**src/hw/rtl/bsp_pkg.sv**
```systemverilog
`timescale 1ns / 1ps

package bsp_pkg;

   localparam int TEX_W         = 64;
   localparam int TEX_H         = 64;
   localparam int VERT_SHIFT    = 0;
   localparam int VERT_DIVISOR  = 1;
   localparam int HORIZ_DIVISOR = 1;

   localparam int QUEUE_DEPTH = 2;
   localparam int QPTR_W      = $clog2(QUEUE_DEPTH);
   localparam int QCNT_W      = $clog2(QUEUE_DEPTH + 1);

   localparam int DIV_W      = 64;
   localparam int DIV_CNT_W  = $clog2(DIV_W + 1);

   // vertical shift numerator, VERT_SHIFT * 2^16
   localparam logic signed [63:0] VSHIFT_NUM = 64'(VERT_SHIFT * 65536);

   typedef enum logic {
      OP_SETUP = 1'b0,
      OP_PIXEL = 1'b1
   } op_type;

   typedef enum logic [2:0] {
      REG_CAMERA_X   = 3'd0,
      REG_CAMERA_Y   = 3'd1,
      REG_VIEW_DIR_X = 3'd2,
      REG_VIEW_DIR_Y = 3'd3,
      REG_PLANE_X    = 3'd4,
      REG_PLANE_Y    = 3'd5,
      REG_SCREEN_W   = 3'd6,
      REG_SCREEN_H   = 3'd7
   } reg_type;

   typedef struct packed {
      op_type             op;
      logic signed [31:0] sprite_x;
      logic signed [31:0] sprite_y;
      logic [2:0]         texture_id;
      logic [10:0]        stripe;
      logic [10:0]        row;
      logic [30:0]        column_depth;
   } item_type;

   typedef struct packed {
      logic signed [31:0] camera_x;
      logic signed [31:0] camera_y;
      logic signed [15:0] view_dir_x;
      logic signed [15:0] view_dir_y;
      logic signed [15:0] plane_x;
      logic signed [15:0] plane_y;
      logic [11:0]        screen_width;
      logic [11:0]        screen_height;
   } cfg_type;

   function automatic logic [63:0] mag64(input logic signed [63:0] v);
      logic [63:0] r;
      r = v[63] ? (~v + 64'd1) : v;
      return r;
   endfunction

   function automatic logic signed [31:0] sat32(input logic neg, input logic [63:0] mag);
      logic signed [31:0] r;
      if (neg) begin
         if (mag > 64'h0000_0000_8000_0000) r = {1'b1, 31'b0};
         else r = 32'(~mag + 64'd1);
      end else begin
         if (mag > 64'h0000_0000_7fff_ffff) r = {1'b0, {31{1'b1}}};
         else r = 32'(mag);
      end
      return r;
   endfunction

   function automatic logic signed [15:0] sat16(input logic neg, input logic [63:0] mag);
      logic signed [15:0] r;
      if (neg) begin
         if (mag > 64'h8000) r = {1'b1, 15'b0};
         else r = 16'(~mag + 64'd1);
      end else begin
         if (mag > 64'h7fff) r = {1'b0, {15{1'b1}}};
         else r = 16'(mag);
      end
      return r;
   endfunction

   function automatic logic signed [15:0] satpos(input logic [63:0] mag);
      logic signed [15:0] r;
      if (mag > 64'h7fff) r = {1'b0, {15{1'b1}}};
      else r = 16'(mag);
      return r;
   endfunction

   // quotient truncated, then divided by 256 toward zero, low 12 bits
   function automatic logic [11:0] tex12(input logic neg, input logic [63:0] mag);
      logic [63:0] s;
      logic [11:0] r;
      s = mag >> 8;
      r = neg ? 12'(~s + 64'd1) : 12'(s);
      return r;
   endfunction

   function automatic logic signed [15:0] clamp16(input logic signed [18:0] v);
      logic signed [15:0] r;
      if (v > 19'sd32767) r = {1'b0, {15{1'b1}}};
      else if (v < -19'sd32768) r = {1'b1, 15'b0};
      else r = 16'(v);
      return r;
   endfunction

endpackage

```
**src/hw/rtl/bsp_front.sv**
```systemverilog
`timescale 1ns / 1ps

module bsp_front (
   input  logic               clock,
   input  logic               reset,
   input  logic               req_valid,
   output logic               req_stall,
   input  logic               req_op,
   input  logic signed [31:0] req_sprite_x,
   input  logic signed [31:0] req_sprite_y,
   input  logic [2:0]         req_texture_id,
   input  logic [10:0]        req_stripe,
   input  logic [10:0]        req_row,
   input  logic [30:0]        req_column_depth,
   output logic               q_valid,
   output bsp_pkg::item_type  q_item,
   input  logic               q_pop
);

   bsp_pkg::item_type mem_ff [bsp_pkg::QUEUE_DEPTH];
   logic [bsp_pkg::QPTR_W-1:0] wr_ptr_ff, wr_ptr_in;
   logic [bsp_pkg::QPTR_W-1:0] rd_ptr_ff, rd_ptr_in;
   logic [bsp_pkg::QCNT_W-1:0] count_ff, count_in;

   bsp_pkg::item_type item;
   logic push, pop;

   // classify the beat; fields that do not belong to the op are zeroed
   always_comb begin
      item = '0;
      item.op = (req_op == 1'b1) ? bsp_pkg::OP_PIXEL : bsp_pkg::OP_SETUP;
      if (item.op == bsp_pkg::OP_SETUP) begin
         item.sprite_x   = req_sprite_x;
         item.sprite_y   = req_sprite_y;
         item.texture_id = req_texture_id;
      end else begin
         item.stripe       = req_stripe;
         item.row          = req_row;
         item.column_depth = req_column_depth;
      end
   end

   assign req_stall = (count_ff == bsp_pkg::QCNT_W'(bsp_pkg::QUEUE_DEPTH));
   assign push      = req_valid && !req_stall;
   assign q_valid   = (count_ff != '0);
   assign pop       = q_pop && q_valid;
   assign q_item    = mem_ff[rd_ptr_ff];

   always_comb begin
      wr_ptr_in = wr_ptr_ff;
      rd_ptr_in = rd_ptr_ff;
      count_in  = count_ff;
      if (push) begin
         wr_ptr_in = (wr_ptr_ff == bsp_pkg::QPTR_W'(bsp_pkg::QUEUE_DEPTH - 1)) ?
                     '0 : wr_ptr_ff + 1'b1;
      end
      if (pop) begin
         rd_ptr_in = (rd_ptr_ff == bsp_pkg::QPTR_W'(bsp_pkg::QUEUE_DEPTH - 1)) ?
                     '0 : rd_ptr_ff + 1'b1;
      end
      if (push && !pop) count_in = count_ff + 1'b1;
      else if (pop && !push) count_in = count_ff - 1'b1;
   end

   always_ff @(posedge clock) begin
      if (reset) begin
         wr_ptr_ff <= '0;
         rd_ptr_ff <= '0;
         count_ff  <= '0;
      end else begin
         wr_ptr_ff <= wr_ptr_in;
         rd_ptr_ff <= rd_ptr_in;
         count_ff  <= count_in;
      end
      if (push) mem_ff[wr_ptr_ff] <= item;
   end

endmodule

```
**config.mk**
```make
export PLATFORM = sky130hd
export DESIGN_NAME = bsp_front
export DESIGN_NICKNAME = d
export VERILOG_FILES = /design/src/hw/rtl/bsp_pkg.sv /design/src/hw/rtl/bsp_front.sv
export SDC_FILE = /design/constraint.sdc
export NUM_CORES = 1
export LEC_CHECK = 0
export ABC_AREA = 1
export BUFFER_PORTS_ARGS = -buffer_cell sky130_fd_sc_hd__clkbuf_2
export CORE_MARGIN = 2
export CORE_UTILIZATION = 45
export DETAILED_ROUTE_END_ITERATION = 10
export PLACE_DENSITY_LB_ADDON = 0.3
export SKIP_CTS_REPAIR_TIMING = 1
export SLEW_MARGIN = 30
export SYNTH_ARGS = -nofsm -noshare
export SYNTH_HDL_FRONTEND = slang
export SYNTH_SLANG_ARGS = --single-unit
```
**constraint.sdc**
```tcl
create_clock -name clock -period 7.14 [get_ports clock]
set_input_delay 1.071 -clock clock [delete_from_list [all_inputs] [get_ports clock]]
set_output_delay 1.071 -clock clock [all_outputs]
set_load 0.05 [all_outputs]
```
## Word-level counts from Yosys, hierarchy flattened

Memories as Yosys holds them, arrays and structs flattened. A register that Yosys moved wholly into a read port is not among the register bits.
Index checks and enable logic that the tools add are counted.

| storage, ports and cells | value |
|---|---|
| logic and storage cells | 29 |
| bits of input ports | 125 |
| memory bits (writable) | 242 |
| output and inout bits | 123 |
| memories | 1 |
| register bits after elaboration | 4 |

Memory list:

| name | depth | bits a word | rd ports | clocked after Yosys merged registers in | wr ports | line | source |
|---|---|---|---|---|---|---|---|
| mem_ff | 2 | 121 | 1 | 1 | 1 | bsp_front.sv:20 | `bsp_pkg::item_type mem_ff [bsp_pkg::QUEUE_DEPTH];` |

| operators by class | value |
|---|---|
| mux-type cells | 11 |
| add/subtract/negate cells | 4 |
| reduce and logical (&&, ||, !) cells | 9 |
| equality and inequality tests | 1 |

Operators by type and width:

| kind | number |
|---|---|
| $mux 67 | 1 |
| $mux 53 | 1 |
| $mux 1 | 7 |
| $logic_and 1x1->1 | 4 |
| $mux 2 | 2 |
| $reduce_bool 2->1 | 2 |
| $logic_not 1->1 | 3 |
| $add 1x1->1 const B | 2 |
| $add 2x1->2 const B | 1 |
| $eq 2x2->1 const B | 1 |
| $sub 2x1->2 const B | 1 |

## Depth between registers and ports, before layout

| depth | value |
|---|---|
| word-level depth | 7 |
| mapped depth | 10 |
| depth with buffers taken out | 10 |

## Worst setup path before layout

Ideal clock, no wire load.

| path | value |
|---|---|
| path kind | in2reg |
| from | input port req_valid |
| to | memory mem_ff[0][0] (netlist name) (enable) |
| setup slack | 282 ps |
| stages | 2 |
| library setup time | 603 ps |
| data required time | 6537 ps |
| path buffers | 0 |
| data arrival time | 6255 ps |
| path through | o21ai_0 -> nor2_1 |

| between the ends | value |
|---|---|
| longest elaborated chain between the ends | 3 |

Ends and longest elaborated chain:

| element | line | source |
|---|---|---|
| from (decl) | bsp_front.sv:6 | `input logic req_valid,` |
| $logic_and 1x1->1 | bsp_front.sv:44 | `assign push = req_valid && !req_stall;` |
| $mux 1 | bsp_front.sv:75 | `if (push) mem_ff[wr_ptr_ff] <= item;` |
| $mux 1 (implied by the code) | bsp_front.sv:75 |  |
| to (decl) | bsp_front.sv:20 |  |

Every way passes these cells.

==> out/metrics.csv <==
stage;metric;value;unit
run_status;run status;finished clean;
yosys;dominant synthesized flop cell;edfxtp_1;
sta;RSZ-0062 raised after global routing;false;
worst_setup_path;r2r setup slk;5.21;ns
worst_setup_path;Slowest cell on crit path;dfxtp_4;
worst_setup_path;cells along the critical path;buf_4, mux2_2, clkbuf_2;
yosys;cell count after synthesis;666;
global_routing;pin count of the biggest net entering global routing;80;
sta;Tcrit/Tclk final;56.0;%
sta;Final WS setup;3.15;ns
worst_setup_path;r2r endpoint;count_ff[1];
final_layout;fin area;12300;sq um
power_and_ir_drop;Leakage;5.42;nW
detailed_routing;routed vias/inst;4.65;
worst_setup_path;Setup crit end kind;output pin;
placed_design;dpl ws;3.64;ns
power_and_ir_drop;PD cells;389;nW/um^2
flow_run;max-cap violation count;0;
global_routing;vias in the first global route;5831;
clock_tree;CTS Buffer Depth;3;
power_and_ir_drop;internal power;3.06;mW
sta;Fin Setup TNS;0;ns
detailed_routing;Post-DRT Antenna Nets;0;
floorplan;top-level I/O count;248;
power_and_ir_drop;Flop pwr share;40.3;%
yosys;mapped cell area;9950;sq um
final_layout;antenna diode count;0;
sta;Final setup viols;0;
floorplan;Die Area;23300;sq um
floorplan;Die Y;153;um
yosys;Post-synth EDFFs;242;
yosys;Post-synth top cells;edfxtp_1, inv_1, mux2_2;
worst_setup_path;startpoint types;flip-flop;
clock_tree;CTS tree;built;
clock_tree;clock slew at reported path FFs;0.06;ns
sta;Final Critical Period;3.99;ns
floorplan;core box area;21800;sq um
yosys;Seq cells post-synth;247;
placed_design;Cell Area, Placed;11400;sq um
yosys;Synth area leaders;edfxtp_1, mux2_2, inv_1;
final_layout;layout cell share with drive strength beyond 1;44.0;%
clock_tree;Worst-Skew Late Latency;0.52;ns
final_layout;fill count;1818;
sta;Max Fclk;250;MHz
clock_tree;# H-tree levels;1;
sta;Clock Skew;0.00707;ns
sta;fin. max-slew vios;0;
power_and_ir_drop;VDD IR max;0.000229;V
placed_design;hpwl dp;12000;um
global_routing;Overflow after GRT;0;
worst_setup_path;Reg2Reg Launch Point;count_ff[1];
worst_setup_path;CP peak stage delay;0.87;ns
yosys;Async S/R FF share, synth;0;%
floorplan;Starting Density;45.8;%
yosys;Seq/Total Area, Yosys;74.0;%
yosys;most frequent cell after synthesis;edfxtp_1;
clock_tree;# clock sinks;247;
final_layout;nets@finish;1047;
power_and_ir_drop;clock power share;27.9;%
detailed_routing;First DRT Iteration DRCs;266;
yosys;Yosys top cell area share;73.0;%
hold_path;min-delay worst type;reg2reg;
floorplan;die width;153;um
detailed_routing;final WL;19100;um
detailed_routing;Pre-antenna DRT Iters;4;
worst_setup_path;worst path required time;6.07;ns
worst_setup_path;Worst Path Arrival;2.92;ns
placed_design;placer congestion estimate;0.758;
worst_setup_path;critical setup path kind;reg2out;
power_and_ir_drop;P_sw;1.72;mW
placed_design;Port Buffer Count;247;
final_layout;synth-to-layout area growth;23.4;%
detailed_routing;DR DRC count;0;
yosys;synth unique cells;15;
sta;Slew Limit Headroom;40.9;%
global_routing;antenna violations before repair;0;
yosys;yosys warns;0;
yosys;Synth area leader;edfxtp_1;
power_and_ir_drop;combinational power share;31.8;%
worst_setup_path;crit path to;q_item[80];
detailed_routing;Routed WL per cell;15.7;um
floorplan;num rows;54;
yosys;Synth Net Count;792;
global_routing;GR Util All Layers;16.1;%
sta;Slew @ Worst Pin;0.886;ns
clock_tree;CTS Buf Count;26;
yosys;Syn Area/Cell;14.9;sq um
worst_setup_path;r2r worst-path depth;9;
sta;Final Hold Viols;0;
worst_setup_path;Crit Path Max Fanout;63;
detailed_routing;via count;5679;
power_and_ir_drop;Sw Ratio;36.0;%
global_routing;first-pass GRT wire length;30200;um
clock_tree;Clk Tree Root Cell;clkbuf_16;
## sequential cells by signal, summed over array words and instances, names as in the netlist, named ones only
name / cells
wr_ptr_ff: 1
mem_ff: 242
rd_ptr_ff: 1
count_ff: 2
## cells by family after synthesis
kind of cell    share of synthesized area (%)
compound gates                          0.251
flops                                    74.0
fa+ha+maj                               0.126
buf+inv                                  6.67
simple gates                             5.25
mux                                      13.7
## worst max-delay path: cells and delay by family, from the launching register on
kind,cells,cell delay (ns)
buffers and inverters,2,1.00
muxes,1,0.42
DFF,1,0.87
## power groups by stage
stage / registers [mW] / clock network (mW) / logic [mW]
detailed placement: 1.96 / 0 / 1.53
CTS: 1.93 / 1.37 / 1.54
global route: 1.95 / 1.43 / 1.60
global placement: 1.95 / 0 / 1.53
floorplan: 1.95 / 0 / 1.26
finish: 1.93 / 1.34 / 1.52
## layout by cell type (no fill, tap or decap), drive strengths merged
cell type  count
o21ai          3
mux2         121
a21oi          2
edfxtp       242
nand2         60
ha             1
nand4          1
dfxtp          5
bufinv         3
clkinv         6
nand3          2
nor2          75
clkbuf       284
inv          128
buf            7
## layout make-up
class	count	area, sq um	area share [%]
multi-input combinational	265	1940	15.8
timing repair buffer	253	1290	10.5
inverter	128	480	3.91
sequential	247	7370	60.0
tap	280	350	2.85
clock inverter	9	119	0.967
clock buffer	38	737	6.00
## per-stage QoR
step / instances / hold WS, ns / power (mW) / utilization (%)
detailed placement: 1173 / 0.485 / 3.50 / 52.5
finish: 1220 / 0.497 / 4.79 / 56.5
CTS: 1220 / 0.500 / 4.85 / 56.5
global route: 1220 / 0.522 / 4.98 / 56.5
floorplan: 666 / 0.465 / 3.20 / -
global placement: 1173 / 0.480 / 3.48 / 52.5
## layer usage
metal / wire [um] / share of wire [%] / vias to the layer above / global-route usage (%)
met5: 0 / 0 / - / 0
met4: 348 / 1.8 / 0 / 3.97
met3: 1990 / 10 / 33 / 6.29
met2: 8880 / 46 / 198 / 25.8
li1: - / - / 2763 / -
met1: 7930 / 41 / 2685 / 20.6
## how the worst min path moves through the flow
| stage | start | to | slack [ns] | cells past startpoint |
|---|---|---|---|---|
| floorplan | rd_ptr_ff | flip-flop | 0.46 | 2 |
| global placement | rd_ptr_ff | rd_ptr_ff | 0.48 | 2 |
| detailed placement | rd_ptr_ff | flip-flop | 0.49 | 2 |
| CTS | rd_ptr_ff | flip-flop | 0.50 | 2 |
| global route | rd_ptr_ff | flip-flop | 0.52 | 2 |
| finish | rd_ptr_ff | flip-flop | 0.50 | 2 |
Power figures use the tool's default switching activity.
